--- src/hw/rtl/hash_table_linear_probe_macros.svh ---
// Assertion macros used by the hash table RTL.
`ifndef HASH_TABLE_LINEAR_PROBE_MACROS_SVH
`define HASH_TABLE_LINEAR_PROBE_MACROS_SVH

// The property must hold at every rising clock edge outside reset.
`define HTLP_ASSERT(label, prop, msg) \
  label: assert property (@(posedge clk) disable iff (!rst_n) (prop)) else $error(msg);

// The condition must never be true at a rising clock edge outside reset.
`define HTLP_ASSERT_NEVER(label, cond, msg) \
  label: assert property (@(posedge clk) disable iff (!rst_n) !(cond)) else $error(msg);

`endif

--- src/hw/rtl/htlp_pkg.sv ---
// Types and codes of the linear probing hash table.
package htlp_pkg;

  localparam int TABLE_SIZE_DEF = 32;

  localparam int CMD_W     = 2;
  localparam int KEY_W     = 31;
  localparam int VAL_W     = 32;
  localparam int STATUS_W  = 2;
  localparam int SLOT_IDX_W = 5;

  localparam logic [CMD_W-1:0] CMD_INSERT = 2'd0;
  localparam logic [CMD_W-1:0] CMD_SEARCH = 2'd1;
  localparam logic [CMD_W-1:0] CMD_DELETE = 2'd2;

  localparam logic [STATUS_W-1:0] ST_OK        = 2'd0;
  localparam logic [STATUS_W-1:0] ST_NOT_FOUND = 2'd1;
  localparam logic [STATUS_W-1:0] ST_FULL      = 2'd2;

  localparam logic [1:0] SLOT_EMPTY = 2'd0;
  localparam logic [1:0] SLOT_USED  = 2'd1;
  localparam logic [1:0] SLOT_TOMB  = 2'd2;

  typedef struct packed {
    logic [CMD_W-1:0]        cmd;
    logic [KEY_W-1:0]        key;
    logic signed [VAL_W-1:0] value_in;
  } in_word_t;

  typedef struct packed {
    logic [STATUS_W-1:0]     status;
    logic signed [VAL_W-1:0] value_out;
    logic [SLOT_IDX_W-1:0]   slot_index;
  } out_word_t;

endpackage

--- src/hw/rtl/hash_table_linear_probe.sv ---
// Open addressing hash table with linear probing, one command word in, one result word out.
//
// Each input word is an insert, search or delete on a 31-bit key. The home slot is the key
// modulo TABLE_SIZE, computed in order: a multiplication by the reciprocal of the size
// gives an estimate of the quotient, a multiply-back and subtract gives a remainder below
// twice the size, and one compare and subtract brings that remainder into range. Probing
// then visits one slot at a time, first reading the slot memories and then deciding,
// wrapping at the end of the table and giving up after TABLE_SIZE slots with
// "table full" (insert) or "not found" (search, delete). The result is then handed
// to the output register; an unknown command answers "not found" without probing.
// A finished result waits until the receiver no longer holds the output register.
// Insert does not look for duplicates; search and delete act on the first matching key
// along the probe path and pass over tombstones, and delete leaves a tombstone. After
// reset the block runs a clearing pass that marks every slot empty, one slot per cycle,
// and stalls the input meanwhile. A finished result waits in the output register, and
// the next word is accepted while it waits. Keys and values of slots never written are
// not cleared, and their contents are never used.
`include "hash_table_linear_probe_macros.svh"

module hash_table_linear_probe #(
  parameter int TABLE_SIZE = htlp_pkg::TABLE_SIZE_DEF
) (
  input  logic                clk,
  input  logic                rst_n,
  input  logic                in_valid,
  output logic                in_stall,
  input  htlp_pkg::in_word_t  in_data,
  output logic                out_valid,
  input  logic                out_stall,
  output htlp_pkg::out_word_t out_data
);

  import htlp_pkg::*;

  localparam int IDX_W = $clog2(TABLE_SIZE);

  localparam logic [IDX_W-1:0] LAST_IDX = IDX_W'(TABLE_SIZE - 1);
  localparam logic [IDX_W:0]   SIZE_C   = (IDX_W + 1)'(TABLE_SIZE);
  localparam logic [KEY_W-1:0] SIZE_K   = KEY_W'(TABLE_SIZE);
  // Reciprocal of the table size scaled by 2^32, rounded down.
  localparam logic [31:0]      RECIP_K  = 32'((64'd1 << 32) / TABLE_SIZE);

  localparam logic [2:0] S_CLEAR = 3'd0;
  localparam logic [2:0] S_IDLE  = 3'd1;
  localparam logic [2:0] S_MOD   = 3'd2;
  localparam logic [2:0] S_REM   = 3'd3;
  localparam logic [2:0] S_FIX   = 3'd4;
  localparam logic [2:0] S_READ  = 3'd5;
  localparam logic [2:0] S_EVAL  = 3'd6;
  localparam logic [2:0] S_DONE  = 3'd7;

  // Slot memories. The status memory is swept to empty after reset.
  logic [1:0]       status_mem [TABLE_SIZE];
  logic [KEY_W-1:0] key_mem    [TABLE_SIZE];
  logic [VAL_W-1:0] value_mem  [TABLE_SIZE];

  // Control state.
  logic [2:0]       state_r, state_nxt;
  logic [IDX_W-1:0] pos_r, pos_nxt;       // clear address, then probe slot
  logic [IDX_W-1:0] cnt_r, cnt_nxt;       // slots probed so far
  logic             out_valid_r, out_valid_nxt;

  // Payload registers.
  logic [CMD_W-1:0] cmd_r, cmd_nxt;
  logic [KEY_W-1:0] key_r, key_nxt;
  logic [VAL_W-1:0] val_r, val_nxt;
  logic [KEY_W-1:0] quo_r, quo_nxt;       // quotient estimate, low by at most one
  logic [IDX_W:0]   rem_r, rem_nxt;       // remainder below twice the table size
  out_word_t        res_r, res_nxt;
  out_word_t        out_data_r, out_data_nxt;

  // Registered memory read data.
  logic [1:0]       rd_status_r;
  logic [KEY_W-1:0] rd_key_r;
  logic [VAL_W-1:0] rd_value_r;

  // Memory write port.
  logic             st_wr_en;
  logic [1:0]       st_wr_data;
  logic             kv_wr_en;

  // Home slot steps and probe helpers.
  logic [KEY_W-1:0] quo_est;
  logic [IDX_W:0]   rem_est;
  logic [IDX_W-1:0] rem_fix;
  logic [IDX_W-1:0] pos_wrap;
  logic             in_accept;
  logic             out_free;
  logic             key_hit;

  assign in_stall  = (state_r != S_IDLE);
  assign in_accept = in_valid && !in_stall;
  assign out_free  = !out_valid_r || !out_stall;
  assign out_valid = out_valid_r;
  assign out_data  = out_data_r;

  // The scaled reciprocal is rounded down, so the quotient estimate is never too high and
  // falls short by at most one. The remainder it leaves is then below twice the size.
  assign quo_est = KEY_W'(({32'b0, key_r} * {31'b0, RECIP_K}) >> 32);
  assign rem_est = (IDX_W + 1)'(key_r - KEY_W'(quo_r * SIZE_K));
  assign rem_fix = (rem_r >= SIZE_C) ? IDX_W'(rem_r - SIZE_C) : IDX_W'(rem_r);

  assign pos_wrap = (pos_r == LAST_IDX) ? '0 : pos_r + IDX_W'(1);
  assign key_hit  = (rd_status_r == SLOT_USED) && (rd_key_r == key_r);

  always_comb begin
    state_nxt     = state_r;
    pos_nxt       = pos_r;
    cnt_nxt       = cnt_r;
    cmd_nxt       = cmd_r;
    key_nxt       = key_r;
    val_nxt       = val_r;
    quo_nxt       = quo_r;
    rem_nxt       = rem_r;
    res_nxt       = res_r;
    out_data_nxt  = out_data_r;
    out_valid_nxt = out_valid_r && out_stall;
    st_wr_en      = 1'b0;
    st_wr_data    = SLOT_EMPTY;
    kv_wr_en      = 1'b0;

    case (state_r)
      S_CLEAR: begin
        st_wr_en   = 1'b1;
        st_wr_data = SLOT_EMPTY;
        if (pos_r == LAST_IDX) begin
          pos_nxt   = '0;
          state_nxt = S_IDLE;
        end else begin
          pos_nxt = pos_r + IDX_W'(1);
        end
      end

      S_IDLE: begin
        if (in_accept) begin
          cmd_nxt = in_data.cmd;
          key_nxt = in_data.key;
          val_nxt = in_data.value_in;
          pos_nxt = '0;
          cnt_nxt = '0;
          if (in_data.cmd == CMD_INSERT || in_data.cmd == CMD_SEARCH ||
              in_data.cmd == CMD_DELETE) begin
            state_nxt = S_MOD;
          end else begin
            res_nxt.status     = ST_NOT_FOUND;
            res_nxt.value_out  = '0;
            res_nxt.slot_index = '0;
            state_nxt          = S_DONE;
          end
        end
      end

      S_MOD: begin
        quo_nxt   = quo_est;
        state_nxt = S_REM;
      end

      S_REM: begin
        rem_nxt   = rem_est;
        state_nxt = S_FIX;
      end

      S_FIX: begin
        pos_nxt   = rem_fix;
        state_nxt = S_READ;
      end

      S_READ: begin
        state_nxt = S_EVAL;
      end

      S_EVAL: begin
        res_nxt.value_out  = '0;
        res_nxt.slot_index = '0;
        if (cmd_r == CMD_INSERT && rd_status_r != SLOT_USED) begin
          st_wr_en           = 1'b1;
          st_wr_data         = SLOT_USED;
          kv_wr_en           = 1'b1;
          res_nxt.status     = ST_OK;
          res_nxt.slot_index = SLOT_IDX_W'(pos_r);
          state_nxt          = S_DONE;
        end else if (cmd_r != CMD_INSERT && rd_status_r == SLOT_EMPTY) begin
          res_nxt.status = ST_NOT_FOUND;
          state_nxt      = S_DONE;
        end else if (cmd_r != CMD_INSERT && key_hit) begin
          res_nxt.status     = ST_OK;
          res_nxt.value_out  = rd_value_r;
          res_nxt.slot_index = SLOT_IDX_W'(pos_r);
          if (cmd_r == CMD_DELETE) begin
            st_wr_en   = 1'b1;
            st_wr_data = SLOT_TOMB;
          end
          state_nxt = S_DONE;
        end else if (cnt_r == LAST_IDX) begin
          res_nxt.status = (cmd_r == CMD_INSERT) ? ST_FULL : ST_NOT_FOUND;
          state_nxt      = S_DONE;
        end else begin
          cnt_nxt   = cnt_r + IDX_W'(1);
          pos_nxt   = pos_wrap;
          state_nxt = S_READ;
        end
      end

      S_DONE: begin
        if (out_free) begin
          out_valid_nxt = 1'b1;
          out_data_nxt  = res_r;
          state_nxt     = S_IDLE;
        end
      end

      default: begin
        state_nxt = S_IDLE;
      end
    endcase
  end

  always_ff @(posedge clk) begin
    if (!rst_n) begin
      state_r     <= S_CLEAR;
      pos_r       <= '0;
      cnt_r       <= '0;
      out_valid_r <= 1'b0;
    end else begin
      state_r     <= state_nxt;
      pos_r       <= pos_nxt;
      cnt_r       <= cnt_nxt;
      out_valid_r <= out_valid_nxt;
    end
  end

  always_ff @(posedge clk) begin
    cmd_r      <= cmd_nxt;
    key_r      <= key_nxt;
    val_r      <= val_nxt;
    quo_r      <= quo_nxt;
    rem_r      <= rem_nxt;
    res_r      <= res_nxt;
    out_data_r <= out_data_nxt;
  end

  // Slot memories: one write port and one registered read port, both at the current slot.
  always_ff @(posedge clk) begin
    if (st_wr_en) begin
      status_mem[pos_r] <= st_wr_data;
    end
    if (kv_wr_en) begin
      key_mem[pos_r]   <= key_r;
      value_mem[pos_r] <= val_r;
    end
  end

  always_ff @(posedge clk) begin
    rd_status_r <= status_mem[pos_r];
    rd_key_r    <= key_mem[pos_r];
    rd_value_r  <= value_mem[pos_r];
  end

  // A failed operation reports neither a value nor a slot.
  `HTLP_ASSERT(a_fail_fields_zero,
               out_valid_r && out_data_r.status != ST_OK |->
               out_data_r.value_out == '0 && out_data_r.slot_index == '0,
               "failed result carries a value or slot")

  // An accepted word either starts the home slot computation or answers at once.
  `HTLP_ASSERT(a_accept_next,
               in_accept |=> state_r == S_MOD || state_r == S_DONE,
               "accepted word did not start an operation")

  // Slot memories change only during the clearing pass or a probe decision.
  `HTLP_ASSERT_NEVER(a_write_state,
                     st_wr_en && state_r != S_CLEAR && state_r != S_EVAL,
                     "slot status written outside clear or probe")

  // Key and value are written only when a slot becomes used.
  `HTLP_ASSERT(a_kv_with_used,
               kv_wr_en |-> st_wr_en && st_wr_data == SLOT_USED && cmd_r == CMD_INSERT,
               "key/value written without marking the slot used")

endmodule
--- config.mk ---
export PLATFORM = sky130hd
export DESIGN_NAME = hash_table_linear_probe
export DESIGN_NICKNAME = d
export VERILOG_FILES = /design/src/hw/rtl/htlp_pkg.sv /design/src/hw/rtl/hash_table_linear_probe.sv
export VERILOG_INCLUDE_DIRS = /design/src /design/src/hw/rtl
export SDC_FILE = /design/constraint.sdc
export NUM_CORES = 2
export LEC_CHECK = 0
export ABC_AREA = 0
export BUFFER_PORTS_ARGS = -buffer_cell sky130_fd_sc_hd__buf_2
export CAP_MARGIN = 20
export CORE_ASPECT_RATIO = 1.2
export CORE_MARGIN = 5
export CORE_UTILIZATION = 40
export CTS_CLUSTER_DIAMETER = 200
export DETAILED_ROUTE_END_ITERATION = 10
export GPL_ROUTABILITY_DRIVEN = 0
export GPL_TIMING_DRIVEN = 1
export PLACE_DENSITY = 0.65
export SLEW_MARGIN = 20
export SYNTH_ARGS = -nofsm -noshare
export SYNTH_HDL_FRONTEND = slang
export SYNTH_SLANG_ARGS = --single-unit
--- constraint.sdc ---
create_clock -name clk -period 6.7 [get_ports clk]
set_input_delay 0.335 -clock clk [delete_from_list [all_inputs] [get_ports clk]]
set_output_delay 0.335 -clock clk [all_outputs]
set_load 0.05 [all_outputs]
==> impl_metrics.csv <==
group,metric,value,unit
clock_network,clkSinkCount,2307,
detailed_routing,vias_per_cell,5.77,
grt,grt_pass1_vias,40900,
critical_path,required,7.19,ns
yosys,synth_cell_types,48,
critical_path,cpMaxStageDelayCell,"nor2_4",
sta,setup-tns-final,0,ns
sta,clock.fmax,231,MHz
detailed_routing,drc,0,
outcome,status,"finished, final reports clean",
clock_network,cts_hold_buf,69,
critical_path,cp-end-kind,"register",
detailed_routing,postRouteAntennaNets,0,
detailed_routing,wirelength,209,mm
place,pre_cts_ws,2.41,ns
finish,area_growth,14.9,%
hold_path,min_path_type,"input pin to register",
sta,setup_ws,2.36,ns
sta,hold_slack,0.196,ns
pwr,p_per_area,347,nW/um^2
finish,fin_nets,4108,
sta,period_needed,4.34,ns
grt,grt_overflow,0,
clock_network,cts_made_buffers,207,
floorplan,die_x,432,um
critical_path,critPathKind,"register to register",
sta,tightest_slew,1.13,ns
flow_run,drv_cap,0,
yosys,syn_nets,3780,
finish,fin_util,46.3,%
clock_network,htreeDepth,4,
pwr,vdd_drop_max,0.320,mV
place,portBuffers,109,
place,dpl.hpwl,111,mm
finish,final_common_cell,"edfxtp_1",
clock_network,cts_setup_buffers,0,
grt,grt_pass1_wl,301,mm
clock_network,cts_root_buffer,"clkbuf_16",
grt,antenna_found_initial,10,
critical_path,crit_fanout,37,
grt,track_usage,18.7,%
finish,fillers,17400,
floorplan,rows,185,
clock_network,cts.path.max_buffers,3,
sta,finalSetupViolCount,0,
grt,grt_max_degree,139,
critical_path,cp.arrival,4.83,ns
yosys,ys_ff_latch,2307,
critical_path,critical_path.most_common_cell,"buf_4",
detailed_routing,detail_route.wl_per_cell,29.8,um
detailed_routing,num_vias,40600,
floorplan,start_util,40.3,%
sta,grt_setup_unrepaired,"no",
sta,period_share,64.7,%
clock_network,cts_tree,"done",
yosys,ys_seq_area_share,80.2,%
yosys,syn-instance-count,3704,
floorplan,die_h,516,um
floorplan,pin_count,110,
clock_network,clkLatencyLatePin,0.86,ns
yosys,synth_area,85400,sq um
sta,hold_viol_final,0,
yosys,postSynthAreaPerCell,23.1,sq um
critical_path,cpPeakStageDelay,0.98,ns
yosys,synth_ff_type,"edfxtp_1",
detailed_routing,drtIter0Drc,5141,
sta,clock_skew,0.0577,ns
yosys,yosysWarningCount,0,
floorplan,core,212000,sq um
clock_network,cts-resized-gates,0,
floorplan,die_area,223000,sq um
pwr,leakage,30.0,nW
finish,layout_common_cells,"edfxtp_1, mux4_2, a22oi_1",
sta,maxSlewViolCount,0,
sta,relSlewSlack,25.0,%
critical_path,critical_path.cell_chain,"clkinv_1 -> nor2_1 -> and2_1 -> and3_1 -> buf_4 -> nand2_1 -> nor2_4 -> buf_4",
critical_path,critPathLaunchType,"register",
yosys,async_reset_ff_share,0,%
clock_network,cts.clk_slew.worst_paths,0.06,ns
finish,layout-drive-gt1-share,26.9,%
detailed_routing,firstDrtPassIters,6,
yosys,synth_edf_count,2228,
==> through the flow <==
step / power, mW / instance area, sq um / cells
CTS: 34.3 / 97900 / 7003
detailed placement: 22.4 / 90300 / 6545
global route: 35.2 / 98100 / 7021
floorplan: 20.6 / 85400 / 3704
finish: 34.1 / 98100 / 7024
global placement: 22.3 / 90300 / 6545
==> worst max-delay path, delay by kind of cell (launching register included) <==
kind	cells	cell delay, ns
buf+inv	3	1.15
simple gates	5	2.20
flops	1	0.58
==> metal layers <==
layer  track usage, %  vias up  part of all wire [%]
met5                0        -                0.0062
met3             3.05      312                   7.3
li1                 -    16500                     -
met4             5.54        2                   2.9
met2             30.9     1764                    50
met1             25.8    22000                    40
==> kinds of logic after synthesis <==
logic type / after synthesis / share of synthesized area (%)
DFF: 2307 / 80.2
adders and majority gates: 7 / 0.103
muxes: 522 / 13.7
AOI/OAI and AO/OA: 313 / 2.69
buffers and inverters: 211 / 1.03
xor gates and xnor gates: 32 / 0.328
and+or+nand+nor: 312 / 1.91
==> registers in the layout, summed over array words and instances (netlist names) <==
register / count
val_r: 32
cnt_r: 5
rem_r: 5
cmd_r: 2
out_data: 39
out_valid: 1
rd_key_r: 31
rd_status_r: 2
pos_r: 5
key_mem: 992
res_r: 39
value_mem: 1024
rd_value_r: 32
state_r: 3
status_mem: 64
key_r: 31
==> layout make-up <==
type | instances | area [sq um] | area share (%)
inverters | 17 | 66.3 | 0.0676
diodes | 7 | 17.5 | 0.0179
flip-flops and latches | 2307 | 68500 | 69.8
repair buffers | 313 | 2730 | 2.78
clock buffers | 275 | 5710 | 5.82
well taps | 2805 | 3510 | 3.58
clock inverters | 114 | 1200 | 1.22
multi-input cells | 1186 | 16400 | 16.7
==> worst paths after layout <==
kind	start	end	slack [ns]	cells after the start
worst max-delay path	state_r[2]	key_mem[18][27]	2.36	8
worst min-delay path	in_data[40]	key_r[8]	0.20	2
worst max register to register	state_r[2]	key_mem[18][27]	2.36	8
worst min register to register	res_r[25]	out_data[25]	0.41	0
==> Yosys cell counts, types with 2 or more instances <==
cell type	n	area, sq um
a211oi_1	3	22.5
a21boi_0	2	15.0
a21oi_1	10	50.1
a22oi_1	264	1980
and2_1	34	213
and3_1	6	37.5
buf_1	21	78.8
buf_2	54	270
buf_6	2	22.5
clkbuf_1	116	435
dfxtp_1	79	1580
edfxtp_1	2228	66900
ha_1	7	87.6
inv_1	15	56.3
mux2i_1	2	20.0
mux4_2	520	11700
nand2_1	57	214
nand3_1	13	65.1
nand4_1	69	432
nor2_1	86	323
nor2b_1	4	25.0
nor3_1	8	40.0
nor3b_1	4	30.0
nor3b_2	3	37.5
nor4_1	15	93.8
nor4b_1	3	26.3
o211a_1	3	30.0
o211ai_1	2	15.0
o21ai_0	19	95.1
o21bai_1	2	15.0
o22ai_1	2	12.5
or2_2	3	18.8
or3_1	3	18.8
xnor2_1	2	17.5
xor2_1	30	263
==> report_power, final <==
part	total, mW	internal, mW	switching (mW)
registers	16.5	16.1	0.405
logic	5.54	2.55	2.98
clock network	12.0	6.82	5.22
total	34.1	25.5	8.60
Power figures use the tool's default switching activity.
